File: src/hdl/ccg_pkg.sv
// ccg_pkg: shared constants, types and helper functions for the candidate generator
// used by ccg_cell, ccg_chain and charset_candidate_generator; depends on nothing
package ccg_pkg;

    // longest candidate and field widths
    localparam int MaxLen = 16;
    localparam int DigitW = 6;
    localparam int LenW   = 5;
    localparam int PosW   = 4;
    localparam int CharW  = 7;
    localparam int CfgIdxW  = 2;
    localparam int CfgDataW = 6;

    // alphabet bounds and symbol bases
    localparam logic [DigitW-1:0] AlphaMax   = 6'd62;
    localparam logic [CharW-1:0]  CharLowerA = 7'h61;
    localparam logic [CharW-1:0]  CharUpperA = 7'h41;
    localparam logic [CharW-1:0]  CharZero   = 7'h30;
    localparam logic [CharW-1:0]  NumLetters = 7'd26;

    // configuration register indexes
    localparam logic [CfgIdxW-1:0] RegAlphabetSize = 2'd0;
    localparam logic [CfgIdxW-1:0] RegStartLength  = 2'd1;
    localparam logic [CfgIdxW-1:0] RegMaxLength    = 2'd2;

    // reset values of the configuration registers
    localparam logic [DigitW-1:0] RstAlphabetSize = 6'd62;
    localparam logic [LenW-1:0]   RstStartLength  = 5'd6;
    localparam logic [LenW-1:0]   RstMaxLength    = 5'd16;

    // per-cycle command to every cell of the digit chain
    typedef struct packed {
        logic clear;
        logic shift;
        logic incr;
    } ccg_cell_ctl_t;

    // length register values below 1 or above MaxLen are pinned to the range
    function automatic logic [LenW-1:0] clamp_len(input logic [LenW-1:0] v);
        logic [LenW-1:0] r;
        if (v == '0) begin
            r = LenW'(1);
        end else if (v > LenW'(MaxLen)) begin
            r = LenW'(MaxLen);
        end else begin
            r = v;
        end
        return r;
    endfunction

    // radix of every digit, 1..62
    function automatic logic [DigitW-1:0] eff_radix(input logic [DigitW-1:0] v);
        logic [DigitW-1:0] r;
        if (v == '0) begin
            r = DigitW'(1);
        end else if (v > AlphaMax) begin
            r = AlphaMax;
        end else begin
            r = v;
        end
        return r;
    endfunction

    // digit to ascii: a-z, A-Z, 0-9, unused codes map to '0'
    function automatic logic [CharW-1:0] digit_to_char(input logic [DigitW-1:0] d);
        logic [CharW-1:0] dx;
        logic [CharW-1:0] c;
        dx = {1'b0, d};
        if (dx < NumLetters) begin
            c = CharLowerA + dx;
        end else if (dx < 7'(2 * NumLetters)) begin
            c = CharUpperA + dx - NumLetters;
        end else if (dx < 7'(AlphaMax)) begin
            c = CharZero + dx - 7'(2 * NumLetters);
        end else begin
            c = CharZero;
        end
        return c;
    endfunction

endpackage

File: src/hdl/ccg_cell.sv
// ccg_cell: one digit of the odometer, with shift and carry links to its neighbors
// depends on ccg_pkg
module ccg_cell import ccg_pkg::*; (
    input  logic                 aclk,
    input  logic                 aresetn,
    input  ccg_cell_ctl_t        ctl,
    input  logic                 is_tail,
    input  logic [DigitW-1:0]    head_digit,
    input  logic [DigitW-1:0]    right_digit,
    input  logic                 right_carry,
    input  logic [DigitW-1:0]    radix,
    output logic [DigitW-1:0]    digit,
    output logic                 carry_out
);

    logic [DigitW-1:0] digit_reg;
    logic [DigitW-1:0] digit_next;
    logic [DigitW:0]   sum;
    logic              sat;
    logic              carry_in;

    // increment with carry; the tail cell starts the carry
    assign carry_in  = is_tail | right_carry;
    assign sum       = {1'b0, digit_reg} + (DigitW+1)'(1);
    assign sat       = (sum >= {1'b0, radix});
    assign carry_out = carry_in & sat;

    // next digit: clear, rotate toward the head, or count
    always_comb begin
        digit_next = digit_reg;
        if (ctl.clear) begin
            digit_next = '0;
        end else if (ctl.shift) begin
            digit_next = is_tail ? head_digit : right_digit;
        end else if (ctl.incr && carry_in) begin
            digit_next = sat ? '0 : sum[DigitW-1:0];
        end
    end

    always_ff @(posedge aclk) begin
        if (!aresetn) begin
            digit_reg <= '0;
        end else begin
            digit_reg <= digit_next;
        end
    end

    assign digit = digit_reg;

endmodule

File: src/hdl/ccg_chain.sv
// ccg_chain: row of MaxLen digit cells forming a rotating ring and a carry chain
// depends on ccg_pkg and ccg_cell
module ccg_chain import ccg_pkg::*; (
    input  logic               aclk,
    input  logic               aresetn,
    input  ccg_cell_ctl_t      ctl,
    input  logic [LenW-1:0]    cur_len,
    input  logic [DigitW-1:0]  radix,
    output logic [DigitW-1:0]  head_digit,
    output logic               overflow
);

    logic [DigitW-1:0] digit_w [0:MaxLen];
    logic [MaxLen:0]   carry_w;
    logic [MaxLen-1:0] tail_sel;

    // nothing enters from the right of the last cell
    assign digit_w[MaxLen] = '0;
    assign carry_w[MaxLen] = 1'b0;

    // one-hot mark of the rightmost digit in use
    always_comb begin
        for (int k = 0; k < MaxLen; k++) begin
            tail_sel[k] = (cur_len == LenW'(k + 1));
        end
    end

    for (genvar k = 0; k < MaxLen; k++) begin : g_cell
        ccg_cell u_cell (
            .aclk        (aclk),
            .aresetn     (aresetn),
            .ctl         (ctl),
            .is_tail     (tail_sel[k]),
            .head_digit  (digit_w[0]),
            .right_digit (digit_w[k+1]),
            .right_carry (carry_w[k+1]),
            .radix       (radix),
            .digit       (digit_w[k]),
            .carry_out   (carry_w[k])
        );
    end

    assign head_digit = digit_w[0];
    assign overflow   = carry_w[0];

endmodule

File: src/hdl/charset_candidate_generator.sv
// charset_candidate_generator: keyspace odometer emitting one candidate character per beat
// depends on ccg_pkg and ccg_chain
//
//  channel  | handshake              | payload
//  ---------+------------------------+-----------------------------------------------
//  s_       | s_valid / s_ready      | s_restart
//  m_       | m_valid / m_ready      | m_character, m_char_position, m_cand_length,
//           |                        | m_last_char, m_wrapped
//  cfg_     | cfg_valid / cfg_ready  | cfg_index, cfg_data
//
// a request is served in steps: the request is taken, then the digit ring rotates past its
// head cell once per character, then the odometer counts up through the cell carry chain.
// output stalls hold the ring; a new request is taken while the last beat still waits.
// synchronous active-low reset restores the register defaults and clears all digits.
module charset_candidate_generator import ccg_pkg::*; (
    input  logic                 aclk,
    input  logic                 aresetn,
    input  logic                 s_valid,
    output logic                 s_ready,
    input  logic                 s_restart,
    output logic                 m_valid,
    input  logic                 m_ready,
    output logic [CharW-1:0]     m_character,
    output logic [PosW-1:0]      m_char_position,
    output logic [LenW-1:0]      m_cand_length,
    output logic                 m_last_char,
    output logic                 m_wrapped,
    input  logic                 cfg_valid,
    output logic                 cfg_ready,
    input  logic [CfgIdxW-1:0]   cfg_index,
    input  logic [CfgDataW-1:0]  cfg_data
);

    localparam logic [1:0] StIdle = 2'd0;
    localparam logic [1:0] StEmit = 2'd1;
    localparam logic [1:0] StAdv  = 2'd2;

    logic [1:0]         state_reg,  state_next;
    logic [DigitW-1:0]  alpha_reg;
    logic [LenW-1:0]    start_reg;
    logic [LenW-1:0]    max_reg;
    logic [LenW-1:0]    len_reg,    len_next;
    logic               wrap_reg,   wrap_next;
    logic               flag_reg,   flag_next;
    logic [PosW-1:0]    pos_reg,    pos_next;
    logic               m_valid_reg, m_valid_next;
    logic [CharW-1:0]   m_char_reg;
    logic [PosW-1:0]    m_pos_reg;
    logic [LenW-1:0]    m_len_reg;
    logic               m_last_reg;
    logic               m_wrap_reg;
    logic               load_beat;
    logic               is_last;
    logic               s_fire;
    ccg_cell_ctl_t      ctl;
    logic [DigitW-1:0]  head_digit;
    logic               overflow;
    logic [DigitW-1:0]  radix;

    assign radix     = eff_radix(alpha_reg);
    assign cfg_ready = 1'b1;
    assign s_ready   = (state_reg == StIdle);
    assign s_fire    = s_valid & s_ready;
    assign is_last   = ({1'b0, pos_reg} == (len_reg - LenW'(1)));
    assign load_beat = (state_reg == StEmit) && (!m_valid_reg || m_ready);

    // configuration registers
    always_ff @(posedge aclk) begin
        if (!aresetn) begin
            alpha_reg <= RstAlphabetSize;
            start_reg <= RstStartLength;
            max_reg   <= RstMaxLength;
        end else if (cfg_valid && cfg_ready) begin
            unique case (cfg_index)
                RegAlphabetSize: alpha_reg <= cfg_data;
                RegStartLength:  start_reg <= cfg_data[LenW-1:0];
                RegMaxLength:    max_reg   <= cfg_data[LenW-1:0];
                default: ;
            endcase
        end
    end

    // sequencer: take request, rotate out characters, count up
    always_comb begin
        state_next   = state_reg;
        len_next     = len_reg;
        wrap_next    = wrap_reg;
        flag_next    = flag_reg;
        pos_next     = pos_reg;
        m_valid_next = m_valid_reg;
        ctl          = '0;
        if (m_ready) begin
            m_valid_next = 1'b0;
        end
        unique case (state_reg)
            StIdle: begin
                if (s_fire) begin
                    pos_next   = '0;
                    wrap_next  = 1'b0;
                    state_next = StEmit;
                    if (s_restart) begin
                        ctl.clear = 1'b1;
                        len_next  = clamp_len(start_reg);
                        flag_next = 1'b0;
                    end else begin
                        flag_next = wrap_reg;
                    end
                end
            end
            StEmit: begin
                if (load_beat) begin
                    m_valid_next = 1'b1;
                    ctl.shift    = 1'b1;
                    pos_next     = pos_reg + PosW'(1);
                    if (is_last) begin
                        state_next = StAdv;
                    end
                end
            end
            StAdv: begin
                ctl.incr   = 1'b1;
                state_next = StIdle;
                if (overflow) begin
                    if (len_reg >= clamp_len(max_reg)) begin
                        len_next  = clamp_len(start_reg);
                        wrap_next = 1'b1;
                    end else begin
                        len_next = len_reg + LenW'(1);
                    end
                end
            end
            default: begin
                state_next = StIdle;
            end
        endcase
    end

    // control state
    always_ff @(posedge aclk) begin
        if (!aresetn) begin
            state_reg   <= StIdle;
            len_reg     <= clamp_len(RstStartLength);
            wrap_reg    <= 1'b0;
            flag_reg    <= 1'b0;
            pos_reg     <= '0;
            m_valid_reg <= 1'b0;
        end else begin
            state_reg   <= state_next;
            len_reg     <= len_next;
            wrap_reg    <= wrap_next;
            flag_reg    <= flag_next;
            pos_reg     <= pos_next;
            m_valid_reg <= m_valid_next;
        end
    end

    // output beat register, loaded from the head cell
    always_ff @(posedge aclk) begin
        if (load_beat) begin
            m_char_reg <= digit_to_char(head_digit);
            m_pos_reg  <= pos_reg;
            m_len_reg  <= len_reg;
            m_last_reg <= is_last;
            m_wrap_reg <= flag_reg;
        end
    end

    // digit ring
    ccg_chain u_chain (
        .aclk       (aclk),
        .aresetn    (aresetn),
        .ctl        (ctl),
        .cur_len    (len_reg),
        .radix      (radix),
        .head_digit (head_digit),
        .overflow   (overflow)
    );

    assign m_valid         = m_valid_reg;
    assign m_character     = m_char_reg;
    assign m_char_position = m_pos_reg;
    assign m_cand_length   = m_len_reg;
    assign m_last_char     = m_last_reg;
    assign m_wrapped       = m_wrap_reg;

endmodule
File: config.mk
export PLATFORM = sky130hd
export DESIGN_NAME = charset_candidate_generator
export DESIGN_NICKNAME = d
export VERILOG_FILES = /design/src/hdl/ccg_pkg.sv /design/src/hdl/ccg_cell.sv /design/src/hdl/ccg_chain.sv /design/src/hdl/charset_candidate_generator.sv
export SDC_FILE = /design/constraint.sdc
export NUM_CORES = 1
export LEC_CHECK = 0
export BUFFER_PORTS_ARGS = -buffer_cell sky130_fd_sc_hd__buf_2
export CAP_MARGIN = 20
export CORE_MARGIN = 1.5
export CORE_UTILIZATION = 54
export DETAILED_ROUTE_END_ITERATION = 6
export GPL_TIMING_DRIVEN = 0
export PLACE_DENSITY = 0.71
export REMOVE_ABC_BUFFERS = 1
export SETUP_SLACK_MARGIN = 0.5
export SLEW_MARGIN = 15
export SYNTH_ARGS = -nofsm -noshare
export SYNTH_HDL_FRONTEND = slang
export SYNTH_SLANG_ARGS = --single-unit
File: constraint.sdc
create_clock -name aclk -period 4.7 [get_ports aclk]
set_input_delay 0.94 -clock aclk [delete_from_list [all_inputs] [get_ports aclk]]
set_output_delay 0.94 -clock aclk [all_outputs]
set_load 0.05 [all_outputs]
* Word level (Yosys, flattened, before mapping)
Cells that the tools add are included.
** Word-level totals
- Register bits after elaboration :: 144
- Bits in latches :: 0
- Memory bits (writable) :: 0
- Bits in read-only memories :: 0
- Input bits :: 14
- Output and inout port bits :: 21
- Logic and storage cells :: 291
- Memories :: 0
** Operators by class
- Add/subtract/negate cells :: 24
- Multiply operators :: 0
- Div/mod/pow operators :: 0
- $lt $le $gt $ge :: 23
- Equal/unequal tests :: 28
- Shift operators :: 0
- Multiplexer cells :: 101
- Bitwise logic cells :: 33
- Reduce and logical (&&, ||, !) cells :: 52
** Operators with widths (number)
- 6-bit two-way mux :: 66
- 6-bit by 1-bit adder with 7-bit output (second input constant) :: 16
- 7-bit by 6-bit >= comparator with 1-bit output :: 16
- 5-bit two-way mux :: 10
- 5-bit by 4-bit equality test with 1-bit output (second input constant) :: 8
- 2-bit nonzero test :: 18
- 7-bit two-way mux :: 3
- 5-bit by 3-bit equality test with 1-bit output (second input constant) :: 4
- 1-bit bitwise AND :: 17
- 1-bit logical AND :: 17
- 1-bit OR :: 15
- 7-bit by 6-bit adder with 7-bit output (first input constant) :: 2
- 1-bit two-way mux :: 13
- 6-bit < comparator (second input constant) :: 2
- 5-bit by 2-bit equality test with 1-bit output (second input constant) :: 2
- 5-bit > comparator (second input constant) :: 2
- 5-bit logical NOT :: 2
- 2-bit inequality test (second input constant) :: 5
- 5-bit one-hot mux with 2 select lines :: 1
- 2-bit AND reduction :: 5
- 4-bit two-way mux :: 2
- 4-bit one-hot mux with 2 select lines :: 1
- 4-bit AND reduction :: 2
- 6-bit by 6-bit adder with 7-bit output (first input constant) :: 1
- 24 further kinds :: 31

* Logic depth before layout (Yosys ltp)
Gate-level depths: netlist of run 1.
- Depth after elaboration :: 41
- Gate-level depth with buffers :: 19
- Mapped depth without buffers :: 15

* By module
A second synthesis of run 1 with hierarchy kept.
** Second synthesis, totals
- Cell total of the unflattened synthesis :: 1429
- Area, all modules :: 12532.0 um^2
** Modules (own cells, without submodules)
- ccg_cell :: instances 16, cells each 71, area each 613.1 um^2, seq. area each 120.1 um^2
- charset_candidate_generator :: instances 1, cells each 263, area each 2531.2 um^2, seq. area each 1141.1 um^2
- ccg_chain :: instances 1, cells each 30, area each 191.4 um^2, seq. area each 0.0 um^2

* Worst setup path before layout of run 1
No wires, ideal clock.
- Path kind :: register -> register
- Start :: reg alpha_reg[4]
- End :: reg len_reg[1]
- Setup time :: 0.120 ns
- Arrival :: 3.972 ns
- Data required time :: 4.580 ns
- Setup slack :: 0.608 ns
- Cell stages (with the launch flop) :: 17
- Path buffers :: 1
- Clock period less this slack :: 4.092 ns
- Cells stage by stage :: dfxtp_1 clkbuf_8 clkinv_1 o41ai_1 nand2_1 ha_1 nor3b_1 nor4b_1 a311oi_1 maj3_2 nor2b_1 nor2_2 or4_4 a21oi_4 a32o_2 a31oi_2 a211o_1
** Between the ends
- Word-level cells in the longest chain between the ends :: 37
- Elaborated cells between the ends (all ways) :: 53
- Classes of those cells :: order compare: 17; eq/ne: 1; mux: 2; bitwise: 31; reduce/logical: 2
** RTL lines
- from (decl) :: RTL line charset_candidate_generator.sv:39 : logic [DigitW-1:0] alpha_reg;
- from (signal assigned) :: RTL line charset_candidate_generator.sv:70 : alpha_reg <= RstAlphabetSize;
- from (signal assigned) :: RTL line charset_candidate_generator.sv:75 : RegAlphabetSize: alpha_reg <= cfg_data;
- 6-bit > comparator :: RTL line ccg_pkg.sv:56 : end else if (v > AlphaMax) begin
- 6-bit two-way mux :: RTL line ccg_pkg.sv:56
- 6-bit two-way mux (*) :: RTL line ccg_pkg.sv:54 : if (v == '0) begin
- 7-bit by 6-bit >= comparator with 1-bit output :: RTL line ccg_cell.sv:25 : assign sat = (sum >= {1'b0, radix});
- 1-bit bitwise AND :: RTL line ccg_cell.sv:26 : assign carry_out = carry_in & sat;
- 1-bit OR :: RTL line ccg_cell.sv:23 : assign carry_in = is_tail | right_carry;
- 1-bit bitwise AND :: RTL line ccg_cell.sv:26
- 1-bit OR :: RTL line ccg_cell.sv:23
- [21 not listed]
- 1-bit OR :: RTL line ccg_cell.sv:23
- 1-bit bitwise AND :: RTL line ccg_cell.sv:26
- 1-bit OR :: RTL line ccg_cell.sv:23
- 1-bit bitwise AND :: RTL line ccg_cell.sv:26
- 1-bit OR :: RTL line ccg_cell.sv:23
- 1-bit bitwise AND (*) :: RTL line ccg_cell.sv:26
- 2-bit inequality test (no line) (*)
- 4-bit AND reduction (no line) (*)
- to (signal assigned) :: RTL line charset_candidate_generator.sv:142 : len_reg <= clamp_len(RstStartLength);
- to (signal assigned) :: RTL line charset_candidate_generator.sv:149 : len_reg <= len_next;
- to (decl) :: RTL line charset_candidate_generator.sv:42 : logic [LenW-1:0] len_reg, len_next;
Mark *: on every way between the ends. The rest lies on a longest branch, timed or not.
A chain may end at the register's enable or synchronous reset.

* Final worst setup path of run 1
- Start :: reg alpha_reg[2]
- End :: reg u_chain.g_cell[1].u_cell.digit_reg[3]
** Between the ends
- Word-level cells in the longest chain between the ends :: 34
- Elaborated cells between the ends (all ways) :: 52
- Classes of those cells :: order compare: 16; mux: 5; bitwise: 28; reduce/logical: 3
** RTL lines
- 6-bit > comparator :: RTL line ccg_pkg.sv:56
- 6-bit two-way mux :: RTL line ccg_pkg.sv:56
- 6-bit two-way mux (*) :: RTL line ccg_pkg.sv:54
- 7-bit by 6-bit >= comparator with 1-bit output :: RTL line ccg_cell.sv:25
- 1-bit bitwise AND :: RTL line ccg_cell.sv:26
- 1-bit OR :: RTL line ccg_cell.sv:23
- 1-bit bitwise AND :: RTL line ccg_cell.sv:26
- 1-bit OR :: RTL line ccg_cell.sv:23
- [18 not listed]
- 1-bit bitwise AND :: RTL line ccg_cell.sv:26
- 1-bit OR :: RTL line ccg_cell.sv:23
- 1-bit bitwise AND :: RTL line ccg_cell.sv:26
- 1-bit OR :: RTL line ccg_cell.sv:23
- 1-bit bitwise AND :: RTL line ccg_cell.sv:26
- 1-bit OR :: RTL line ccg_cell.sv:23
- 1-bit logical AND :: RTL line ccg_cell.sv:35 : end else if (ctl.incr && carry_in) begin
- 2-bit nonzero test (no line)
- to (signal assigned) :: RTL line ccg_cell.sv:44 : digit_reg <= digit_next;
- to (decl) :: RTL line ccg_cell.sv:16 : logic [DigitW-1:0] digit_reg;
Mark *: on every way between the ends. The rest lies on a longest branch, timed or not. The select of a mux whose other input is x is not followed.

==> results of run 1 <==
[cell type report]
cell class	count	area (um^2)	area share, %
clock buffer	18	439.2	3.488
clock inverter	14	142.6	1.133
inverter	54	224.0	1.779
multi-input combinational	1140	7998	63.53
sequential	144	3078	24.45
tap	275	344.1	2.733
timing repair buffer	51	364.1	2.892
[through the flow]
| stage | std cells | hold WS (ns) | worst slack (ns) | instance area [um^2] | utilization [%] |
|---|---|---|---|---|---|
| final | 1696 | 0.4342 | 0.5938 | 12590 | 60.08 |
| after global placement | 1646 | 0.4201 | -3.323 | 11590 | 55.32 |
| after CTS | 1692 | 0.4395 | 0.5292 | 12410 | 59.21 |
| after floorplan | 1338 | 0.4086 | -0.8071 | 11080 | - |
| after detailed placement | 1650 | 0.4241 | -1.647 | 11700 | 55.82 |
| after global routing | 1696 | 0.4612 | 0.4205 | 12590 | 60.08 |
[worst paths after layout]
path	from	to	slack (ns)	depth (start not counted)
max	alpha_reg[2]$_SDFFE_PN1P_	u_chain.g_cell[1].u_cell.digit[3]$_SDFFE_PP0P_	0.59	17
min	flag_reg$_SDFFE_PN0P_	m_wrapped$_DFFE_PP_	0.43	0
min reg2reg	flag_reg$_SDFFE_PN0P_	m_wrapped$_DFFE_PP_	0.43	0
max reg2reg	alpha_reg[2]$_SDFFE_PN1P_	u_chain.g_cell[1].u_cell.digit[3]$_SDFFE_PP0P_	0.59	17
[logic make-up after synthesis]
kind of cell | synth area share [%]
xor gates and xnor gates | 5.407
adders and majority gates | 11.58
DFF | 26.63
buffers and inverters | 5.396
and+or+nand+nor | 20.76
other | 0.03261
muxes | 8.007
AOI/OAI and AO/OA | 22.19
[power by group]
part	leakage (nW)	internal (mW)	switching [mW]
combinational	3.77	0.187	0.364
sequential	1.19	1.29	0.0839
clock	0.287	0.762	0.617
[cell usage in the layout (no fill, tap or decap), types with 8 or more instances in the layout]
cell type	synthesis	layout
a211oi_1	17	17
a21o_1	10	10
a21oi_1	105	105
a221oi_1	11	11
a222oi_1	11	11
a31oi_1	26	25
and3_1	24	24
buf_2	9	33
buf_4	2	13
clkbuf_16	0	17
dfxtp_1	126	118
edfxtp_1	18	18
ha_1	99	99
inv_1	49	46
mux2_2	8	8
mux2i_1	83	83
nand2_1	154	153
nand2b_1	30	28
nand3_1	78	77
nand4_1	12	12
nor2_1	117	116
nor2b_1	9	8
nor3_1	19	18
o211ai_1	10	10
o21ai_0	57	56
o221ai_1	14	14
o22ai_1	11	11
o31ai_1	10	10
xnor2_1	50	50
xor2_1	21	21
[worst max-delay path: stages (launching register included)]
cell	delay, ns
dfxtp_4	0.36
inv_4	0.11
o41ai_4	0.37
nand2_2	0.10
buf_12	0.17
ha_1	0.29
nand2b_1	0.14
a211o_1	0.30
a311oi_2	0.26
maj3_2	0.29
a21boi_1	0.14
a21o_2	0.23
nand2_1	0.13
nand4_1	0.23
buf_4	0.22
a31oi_4	0.34
mux2i_1	0.23
nor2_1	0.05
[routing by layer]
layer  GRT usage [%]  vias to the layer above  share of wire [%]
met2           49.38                      485                 44
met5               0                        -                  0
met1           42.01                     5202                 44
met4           11.93                        0                3.5
li1                -                     5229                  -
met3           5.015                       97                8.1
[what timing repair did]
item                                    4_1_cts  5_1_grt
pin swaps                                     2        9
setup buffers                                10        4
gates cloned                                  0        0
endpoints found under the setup margin      102       58
gates resized for setup                      13       31
hold endpoints to repair                      0        0
==> results.cfg, run 1 <==
[floorplan]
coreArea_mm2 = 0.02096
die_h_um = 148.9
initial_core_util_pct = 54.88
dieWidth_um = 148.9
std_cell_rows = 53
die_area_mm2 = 0.02218
num_io_pins = 35

[power_and_ir_drop]
p_per_area_mw_per_mm2 = 262.4
power_mw = 3.304
vdd_drop_max_v = 0.0002274
p_leak_nw = 5.249

[clock_network]
htreeDepth = 4
clk_pin_slew_ns = 0.07
clock_sinks = 144
cts_tree = yes
hold_buffers = 0
cts_buffers = 17
clockRootBuffer = clkbuf_16
clock_path_buffers = 2
clk_latency_ns = 0.44

[timing]
setup_viol = 0
post-route-min-period_ns = 4.106
fin_skew_ns = 0.01004
hold_violations = 0
fmax_ghz = 0.2435
slew_viol_final = 0
worst_pin_slew_ns = 1.059
relSlewSlack_pct = 29.30
setup_tns_ns = 0
rsz0062_at_grt = yes
period_share_pct = 87.37

[cells_and_area]
syn2layout_area_growth_pct = 9.465
nets = 1521
insertedDiodeCount = 0
drive_gt1_share_pct = 11.47
nFillCells = 1921
largest_reg_flops = 96

[place]
port_buffers = 33
gp_congestion = 0.8923
hpwl_um = 21940

[detailed_routing]
routed_via_density = 6.494
postRouteAntennaNets = 0
finalWirelength_um = 34100
wl_per_cell_um = 20.11
initialDrtViolationCount = 1146
vias = 11013
drtPass1Iterations = 7
drc_errors = 7

[run]
maxCapViolations = 0

[worst_setup_path]
crit_type = reg -> reg
cp_max_fo = 14
crit_arrival_ns = 4.42
endpoint_kind = register
cp.required_ns = 5.01
start_kind = register

[worst_hold_path]
hp-class = reg -> reg

[grt]
grt_pass1_vias = 10109
antenna_found_initial = 0
track_usage_pct = 31.01
grt_pass1_wl_um = 54070
grt_overflow = 0
grt_max_degree = 73

[logic_synthesis]
synth_cells = 1418
synth.top_cell.area_share_pct = 21.93
synth_ff_type = dfxtp_1
synth_area_leaders = dfxtp_1 22%, ha_1 11%, mux2i_1 7.2%
async_flop_share_pct = 0
synth.distinct_cells = 102
yosysSeqAreaShare_pct = 26.63
synth_area_leader_cell = dfxtp_1
netlist_area_mm2 = 0.01150
yosysMostFrequentCell = nand2_1
synth_edf_count = 18
yosysWarnings = 0
ys_ff_latch = 144
ys_top_cells_by_count = 154 x nand2_1, 126 x dfxtp_1, 117 x nor2_1, 105 x a21oi_1, 99 x ha_1
avgSynthCellArea_um2 = 8.111

[run_status]
violations = design-rule violations
status = finished with violations
No activity file was read; power rests on OpenSTA's default activity.
==> inputs of run 2 (changes only) <==
- CELL_PAD_IN_SITES_DETAIL_PLACEMENT: not set -> 2
- CELL_PAD_IN_SITES_GLOBAL_PLACEMENT: not set -> 2
- CORE_UTILIZATION: 54 -> 39
- PLACE_DENSITY: 0.71 -> not set
- PLACE_DENSITY_LB_ADDON: not set -> 0.1
==> results.cfg, run 2 (synthesis results as in run 1) <==
[run_status]
status = complete, no violations

[detailed_routing]
postRouteAntennaNets = 0
vias = 11860
initialDrtViolationCount = 878
wl_per_cell_um = 27.18
finalWirelength_um = 50180
drc_errors = 0
routed_via_density = 6.425
drtPass1Iterations = 5

[cells_and_area]
drive_gt1_share_pct = 17.10
layout_common_cells = 150 x nand2_1, 118 x dfxtp_1, 116 x nor2_1
insertedDiodeCount = 0
nFillCells = 3223
largest_reg_flops = 96
layout_commonest_cell = nand2_1
nets = 1562
syn2layout_area_growth_pct = 18.03

[worst_setup_path]
timing.rr.start = alpha_reg[3]$_SDFFE_PN1P_
crit_type = reg -> reg
crit_arrival_ns = 4.66
cp.required_ns = 5.02
endpoint_kind = register
start_kind = register
critPathLaunch = alpha_reg[3]$_SDFFE_PN1P_
cp_max_fo = 6

[timing]
relSlewSlack_pct = 18.42
period_share_pct = 92.33
rsz0062_at_grt = yes
post-route-min-period_ns = 4.340
setup_viol = 0
holdWs_ns = 0.4598
fin_skew_ns = 0.02039
fmax_ghz = 0.2304
hold_violations = 0
slew_viol_final = 0
final.setup.worst_slack_ns = 0.3605
worst_pin_slew_ns = 1.224
setup_tns_ns = 0

[grt]
grt_max_degree = 68
grt_overflow = 0
grt_pass1_vias = 12433
grt_pass1_wl_um = 73140
antenna_found_initial = 0
track_usage_pct = 30.59

[power_and_ir_drop]
swShare_pct = 34.54
p_sw_mw = 1.198
cellInternalPower_mw = 2.270
p_leak_nw = 5.527
p_per_area_mw_per_mm2 = 255.5
clockPowerShare_pct = 40.8
combPwrFrac_pct = 19.4
vdd_drop_max_v = 0.0002572
pwr-share-seq_pct = 39.8

[place]
hpwl_um = 29820
dp_slack_ns = -1.802
gp_congestion = 0.8155
port_buffers = 33

[run]
maxCapViolations = 0

[floorplan]
num_io_pins = 35
die_h_um = 174.7
initial_core_util_pct = 39.85
die_area_mm2 = 0.03053
coreArea_mm2 = 0.02886
std_cell_rows = 62
dieWidth_um = 174.7

[clock_network]
cts_buffers = 17
clk_pin_slew_ns = 0.07
hold_buffers = 0
htreeDepth = 4
clock_path_buffers = 2
clk_latency_ns = 0.46
clockRootBuffer = clkbuf_16
clock_sinks = 144
cts_tree = yes

[worst_hold_path]
hp-start = flag_reg$_SDFFE_PN0P_
hp-class = reg -> reg
-- run 2: repair_timing --
item                                    in CTS  in global routing
gates resized for setup                     53                 64
hold endpoints to repair                     0                  0
pin swaps                                   18                 39
cloned                                       1                  0
buffers inserted                            25                 24
endpoints found under the setup margin     102                 60
-- run 2: layer usage --
metal | track usage, % | vias to the layer above | share of wire (%)
met4 | 10.97 | 2 | 3.4
met2 | 51.24 | 334 | 49
met3 | 3.634 | 120 | 4.0
met5 | 0 | - | 0.12
li1 | - | 5292 | -
met1 | 40.43 | 6112 | 44
-- run 2: power by group through the flow --
stage,logic [mW],clock network (mW),registers (mW)
after global routing,0.717,1.46,1.38
after CTS,0.620,1.41,1.37
final,0.673,1.41,1.38
after detailed placement,0.580,0,1.41
after floorplan,0.330,0,1.41
after global placement,0.515,0,1.42
-- run 2: cell type report --
class	instances	area, um^2	share of cell area [%]
Clock buffer	19	442.9	3.263
Clock inverter	13	126.4	0.9310
Inverter	54	229.0	1.687
Multi-Input combinational cell	1141	8399	61.88
Sequential cell	144	3078	22.67
Tap cell	384	480.5	3.539
Timing Repair Buffer	91	818.3	6.028
-- run 2: worst max-delay path: stages (launching register included) --
cell        delay, ns
dfxtp_2          0.35
clkinvlp_4       0.11
o41ai_4          0.46
nand2_4          0.24
buf_6            0.22
ha_1             0.29
nand2b_1         0.17
a21o_1           0.18
maj3_1           0.38
a21oi_2          0.20
a21oi_1          0.10
o21a_1           0.24
a311oi_4         0.29
inv_1            0.13
a32o_2           0.33
buf_4            0.16
a211oi_2         0.26
a211oi_1         0.09
-- run 2: stage by stage --
stage	instances	util, %	instance area (um^2)	power (mW)
after floorplan	1338	-	11080	1.737
after global placement	1755	40.64	11730	1.932
after detailed placement	1764	41.56	11990	1.986
after CTS	1822	45.09	13010	3.404
after global routing	1846	47.04	13570	3.559
final	1846	47.04	13570	3.468
-- run 2: path summary, 6_finish.rpt --
check / to / slack (ns) / cells past startpoint
max: u_chain.g_cell[0].u_cell.digit[4]$_SDFFE_PP0P_ / 0.36 / 17
min: m_wrapped$_DFFE_PP_ / 0.46 / 0
min reg2reg: m_wrapped$_DFFE_PP_ / 0.46 / 0
max reg2reg: u_chain.g_cell[0].u_cell.digit[4]$_SDFFE_PP0P_ / 0.36 / 17
